$ cat src/rtl/core/escp_pkg.sv
// Package for the expert slot cache policy block.
// Sizes, status and register codes, sequencer states and the store control struct.
// No dependencies.
package escp_pkg;

   localparam int SLOT_CAP       = 512;
   localparam int GROUP_SIZE     = 32;
   localparam int MAX_EXPERT_IDS = 1024;
   localparam int MIN_AUTO_SLOTS = 8;

   localparam int SLOT_W     = $clog2(SLOT_CAP);           // slot index within a table
   localparam int COUNT_W    = $clog2(SLOT_CAP) + 1;       // slot count, holds SLOT_CAP
   localparam int ID_W       = $clog2(MAX_EXPERT_IDS);
   localparam int SADDR_W    = SLOT_W + 1;                 // projection + slot
   localparam int MADDR_W    = ID_W + 1;                   // projection + expert
   localparam int OWNER_W    = ID_W + 1;                   // occupied flag + expert
   localparam int STAMP_W    = 64;
   localparam int LAYER_W    = 5;
   localparam int LOCAL_W    = $clog2(GROUP_SIZE);
   localparam int CFG_W      = 10;
   localparam int CFG_ADDR_W = 2;
   localparam int NL_W       = 6;
   localparam int TOTAL_W    = 2 * NL_W;

   localparam logic [CFG_ADDR_W-1:0] REG_ENABLE   = 2'd0;
   localparam logic [CFG_ADDR_W-1:0] REG_NUM_LAY  = 2'd1;
   localparam logic [CFG_ADDR_W-1:0] REG_EXP_PER  = 2'd2;
   localparam logic [CFG_ADDR_W-1:0] REG_RES_REQ  = 2'd3;

   localparam logic [1:0] ST_HIT    = 2'd0;
   localparam logic [1:0] ST_EMPTY  = 2'd1;
   localparam logic [1:0] ST_EVICT  = 2'd2;
   localparam logic [1:0] ST_REJECT = 2'd3;

   typedef enum logic [2:0] {
      S_CLEAR,
      S_IDLE,
      S_PREP,
      S_SCAN,
      S_SCAN_END,
      S_LOOKUP,
      S_EVAL,
      S_DONE
   } state_type;

   typedef struct packed {
      logic [SADDR_W-1:0] slot_rd_addr;
      logic [MADDR_W-1:0] map_rd_addr;
      logic               owner_we;
      logic               stamp_we;
      logic [SADDR_W-1:0] slot_wr_addr;
      logic [OWNER_W-1:0] owner_wdata;
      logic [STAMP_W-1:0] stamp_wdata;
      logic               map_we;
      logic [MADDR_W-1:0] map_wr_addr;
      logic [SLOT_W-1:0]  map_wdata;
      logic               valid_we;
      logic [MADDR_W-1:0] valid_wr_addr;
      logic               valid_wdata;
   } store_ctrl_type;

endpackage

$ cat src/rtl/core/escp_scan.sv
// Shared search unit: first empty slot, else least stamp (lowest index on ties).
// Depends on escp_pkg.
module escp_scan (
   input  logic                          clock,
   input  logic                          start,
   input  logic                          strobe,
   input  logic [escp_pkg::SLOT_W-1:0]   idx,
   input  logic                          occupied,
   input  logic [escp_pkg::STAMP_W-1:0]  stamp,
   output logic [escp_pkg::SLOT_W-1:0]   chosen
);
   logic                         have_empty_ff, have_empty_in;
   logic                         first_ff, first_in;
   logic [escp_pkg::SLOT_W-1:0]  empty_idx_ff, empty_idx_in;
   logic [escp_pkg::SLOT_W-1:0]  best_idx_ff, best_idx_in;
   logic [escp_pkg::STAMP_W-1:0] best_stamp_ff, best_stamp_in;

   always_comb begin
      have_empty_in = have_empty_ff;
      first_in      = first_ff;
      empty_idx_in  = empty_idx_ff;
      best_idx_in   = best_idx_ff;
      best_stamp_in = best_stamp_ff;
      if (start) begin
         have_empty_in = 1'b0;
         first_in      = 1'b1;
      end else if (strobe) begin
         first_in = 1'b0;
         if (!occupied && !have_empty_ff) begin
            have_empty_in = 1'b1;
            empty_idx_in  = idx;
         end
         // strict less-than keeps the lowest index on equal stamps
         if (first_ff || (stamp < best_stamp_ff)) begin
            best_stamp_in = stamp;
            best_idx_in   = idx;
         end
      end
   end

   always_ff @(posedge clock) begin
      have_empty_ff <= have_empty_in;
      first_ff      <= first_in;
      empty_idx_ff  <= empty_idx_in;
      best_idx_ff   <= best_idx_in;
      best_stamp_ff <= best_stamp_in;
   end

   assign chosen = have_empty_ff ? empty_idx_ff : best_idx_ff;
endmodule

$ cat config.mk
export PLATFORM = sky130hd
export DESIGN_NAME = escp_scan
export DESIGN_NICKNAME = d
export VERILOG_FILES = /design/src/rtl/core/escp_pkg.sv /design/src/rtl/core/escp_scan.sv
export SDC_FILE = /design/constraint.sdc
export NUM_CORES = 1
export LEC_CHECK = 0
export ABC_AREA = 0
export ABC_CLOCK_PERIOD_IN_PS = 9100
export BUFFER_PORTS_ARGS = -buffer_cell sky130_fd_sc_hd__buf_4
export CORE_MARGIN = 1
export CORE_UTILIZATION = 45
export CTS_CLUSTER_SIZE = 20
export DETAILED_ROUTE_END_ITERATION = 8
export GPL_ROUTABILITY_DRIVEN = 0
export HOLD_SLACK_MARGIN = 0.02
export PLACE_DENSITY = 0.77
export REMOVE_ABC_BUFFERS = 1
export SYNTH_ARGS = -nofsm -noshare
export SYNTH_HDL_FRONTEND = slang
export SYNTH_SLANG_ARGS = --single-unit
$ cat constraint.sdc
create_clock -name clock -period 9.1 [get_ports clock]
set_input_delay 0.455 -clock clock [delete_from_list [all_inputs] [get_ports clock]]
set_output_delay 0.455 -clock clock [all_outputs]
set_load 0.01 [all_outputs]
Yosys cells after proc, flatten, opt, wreduce, memory -nomap -nowiden
Cells that the tools add are included.
{"block": "word_totals", "input_bits": 77, "ff_bits": 84}
{"block": "classes", "magnitude_cmp": 1, "reduce_logical": 7, "bitwise": 1, "mux": 1}
{"operator": "$lt 64x64->1", "count": 1}
{"operator": "$mux 9", "count": 1}
{"operator": "$reduce_and 3->1", "count": 2}
{"operator": "$logic_not 1->1", "count": 2}
{"operator": "$reduce_and 2->1", "count": 1}
{"operator": "$logic_and 1x1->1", "count": 1}
{"operator": "$logic_or 1x1->1", "count": 1}
{"operator": "$not 1->1", "count": 1}

Logic depth before layout (Yosys ltp)
{"block": "logic_depth", "word_depth": 3, "depth_mapped": 8, "mapped_depth_nobuf": 8}

Worst setup path after synthesis
Ideal clock, no wire load.
{"block": "synth_timing", "path_kind": "input to register", "from": "input stamp[1] in the netlist's numbering", "to": "register best_idx_ff[0] in the netlist's numbering (enable)", "setup_time_ns": 0.496, "arrival_time_ns": 4.497, "path_buffers": 0, "slack_ns": 4.107, "cell_stages": 6, "path_cell_list": "ha_1 > a2111oi_4 > a2111oi_1 > o311ai_1 > nand3_1 > a211oi_2"}
{"block": "synth_via", "elab_chain_cells": 3}
{"item": "start, declared", "line_no": "escp_scan.sv:9", "source": "input logic [escp_pkg::STAMP_W-1:0] stamp,"}
{"item": "$lt 64x64->1", "line_no": "escp_scan.sv:34", "source": "if (first_ff || (stamp < best_stamp_ff)) begin"}
{"item": "$logic_or 1x1->1", "line_no": "escp_scan.sv:34"}
{"item": "$reduce_and 3->1 (no source line)"}
{"item": "end signal, assigned", "line_no": "escp_scan.sv:45", "source": "best_idx_ff <= best_idx_in;"}
{"item": "end, declared", "line_no": "escp_scan.sv:15", "source": "logic [escp_pkg::SLOT_W-1:0] best_idx_ff, best_idx_in;"}
No other way between the ends.
A chain may end at the register's enable or synchronous reset.

Worst setup path in the final report
{"block": "layout_timing", "from": "register best_stamp_ff[11] in the netlist's numbering", "to": "register best_stamp_ff[40] in the netlist's numbering (enable)"}
{"block": "layout_via", "elab_chain_cells": 3}
{"item": "start, declared", "line_no": "escp_scan.sv:16", "source": "logic [escp_pkg::STAMP_W-1:0] best_stamp_ff, best_stamp_in;"}
{"item": "start signal, assigned", "line_no": "escp_scan.sv:46", "source": "best_stamp_ff <= best_stamp_in;"}
{"item": "$lt 64x64->1", "line_no": "escp_scan.sv:34"}
{"item": "$logic_or 1x1->1", "line_no": "escp_scan.sv:34"}
{"item": "$reduce_and 3->1 (no source line)"}
No other way between the ends.

==> run metrics <==
antenna cells 0; Worst Path Arrival approximately 2.7 ns; clk_skew 0.008277 ns; Synth Instances approximately 320; post-route setup slack approximately 6.4 ns; Synth warnings 0; final WL approximately 7400 um; Initial Util 46.42%; Clock Sinks 84; outcome finished, final reports clean; Max clock buf depth 2; Final TNS setup 0 ns; netlist area before placement ~4300 um2; RSZ-0062 raised after global routing false; Top Ports 86; startpoint types register; fill count 763; Max Slew Vio Count 0; placed cell area ~5000 um2; Die Area between 9000 and 10000 um2; Detail Placement HPWL 5668 um; Post-synth EDFFs 82; initial antenna violation count 0; slew margin rel. about 17%; slew at the pin with the worst max-slew slack about 1.2 ns; max_cap viols 0; drt first-iter violations 74; post-place setup slack 6.128 ns; H-tree levels 3; syn_area_per_cell about 13 um2; Tmin final between 2 and 3 ns; vias in the first global route between 2000 and 3000; final setup fails 0; Vias/cell roughly 5.0; area grow syn2layout 23.51%; antenna-violating nets left 0; CTS tree built; Yosys reg bits 84; footprint of the multi-input gates 1519 um2; FFs w/ async S/R, synth 0%; Tcrit/Tclk final a little under a third; CP Max Fanout 38; share of cells above drive strength 1 27.29%; GRT Overall Usage between 10% and 20%; wire length per cell 13.76 um; Root Driver clkbuf_8; CTS Hold Bufs 0; first drt pass iteration count 6; Vias 2683; Crit. End Element register; Hold Violations, Final 0; P_leak 2.406 nW; worst-skew pair later-pin latency around 0.35 ns; total grt overflow 0; largest net degree at the start of global routing 39; clk slew on worst S/H paths approximately 0.09 ns; total core area 9196 um2; Die H just under 100 um; post-synthesis sequential area ratio around three fifths; CTS Buf Count 9; critical path class reg -> reg; worst vdd ir 99.15 uV; Min Hold Slack roughly 0.28 ns; # rows 35; Reg area ~2500 um2; first-pass GRT wire length between 10000 and 15000 um; buffer count from post-CTS setup fixing 0; PD cells 165.0 nW/um2; buffers added on ports between 80 and 90; Top FF cell, synth edfxtp_1; Net count, final between 500 and 600; overall die width roughly 99 um; synth unique cells 34; f_max between 300 and 400 MHz; final instance area 5273 um2; Worst Hold Class in -> reg; DRC 0; post-cts resize count 0; Critical Path RT just over 9 ns
## stage by stage
step	utilization, %	total power, mW	instances
final	57.33	0.8701	536
after global routing	57.33	0.9131	536
after CTS	57.33	0.8817	536
after detailed placement	55.07	0.5988	520
after global placement	55.07	0.5926	520
after floorplan	-	0.5423	322
## state kept, by name, summed over array words and instances (netlist names)
register and flops:
best_idx_ff 9, first_ff 1, best_stamp_ff 64, have_empty_ff 1
empty_idx_ff 9
## cells by family after synthesis
family	count (synthesis)	synth area share, %
AO/OA/AOI/OAI	57	8.852
adder cells (fa/ha/maj)	63	18.46
buffers and inverters	68	5.979
flip-flops	84	58.62
multiplexers	9	2.374
AND/OR/NAND/NOR	42	5.715
## cells in the final DEF (no fill, tap or decap), types with 2 or more instances in the layout
cell type / count
o21ai_0: 6
a21o_1: 11
a21oi_1: 25
nor4_1: 2
a211oi_1: 2
nand4_1: 13
edfxtp_1: 82
nor3_1: 2
nor2_1: 4
buf_4: 87
clkbuf_8: 9
nand2_1: 8
nand3_1: 6
ha_1: 63
o21ai_1: 2
dfxtp_1: 2
inv_1: 67
inv_6: 2
and4_1: 2
mux2_2: 9
clkinv_4: 2
## synth_stat cells (2+ instances only)
cell      count  area, um2
a211oi_1      2      15.01
nand4_1      13      81.33
o21ai_1       2      10.01
inv_1        67      251.5
mux2_2        9      101.4
a21o_1       11      82.58
nand3_1       6      30.03
ha_1         63      788.3
and4_1        2      17.52
nand2_1       8      30.03
dfxtp_1       2      40.04
nor2_1        4      15.01
a21oi_1      25      125.1
nor3_1        2      10.01
o21ai_0       6      30.03
edfxtp_1     82       2462
nor4_1        2      12.51
## worst paths after layout
check | cells past startpoint | from | endpoint | slack, ns
hold reg to reg | 1 | first_ff | first_ff | 0.50
setup / recovery | 9 | best_stamp_ff[11] | best_stamp_ff[40] | 6.36
hold / removal | 2 | start | have_empty_ff | 0.28
setup reg to reg | 9 | best_stamp_ff[11] | best_stamp_ff[40] | 6.36
## cell type report
cell class	count	share of cell area, %
Clock buffer	9	2.349
Clock inverter	7	1.590
Inverter	67	4.770
Multi-Input combinational cell	171	28.81
Sequential cell	84	47.46
Tap cell	111	2.634
Timing Repair Buffer	87	12.39
## critical path, stage by stage (launching register included)
cell and delay, ns:
edfxtp_1 0.37, inv_1 0.06, ha_1 0.23, a21oi_1 0.14, o21ai_0 0.11, a21o_1 0.19, o311ai_1 0.33, nand3_1 0.20
a211oi_4 0.25, buf_4 0.48
## power breakdown
part / internal (mW) / switching [mW]
clock network: 0.132 / 0.150
logic: 0.0626 / 0.0642
registers: 0.455 / 0.00685
total: 0.649 / 0.221
## layer usage
| metal | routed length, um | track usage, % | part of all wire, % |
|---|---|---|---|
| met5 | 0 | 0 | 0 |
| met3 | 311 | 3.865 | 4.2 |
| met2 | 3543 | 25.96 | 48 |
| met4 | 83 | 6.787 | 1.1 |
| met1 | 3437 | 20.99 | 47 |
No activity file was read; power rests on OpenSTA's default activity.
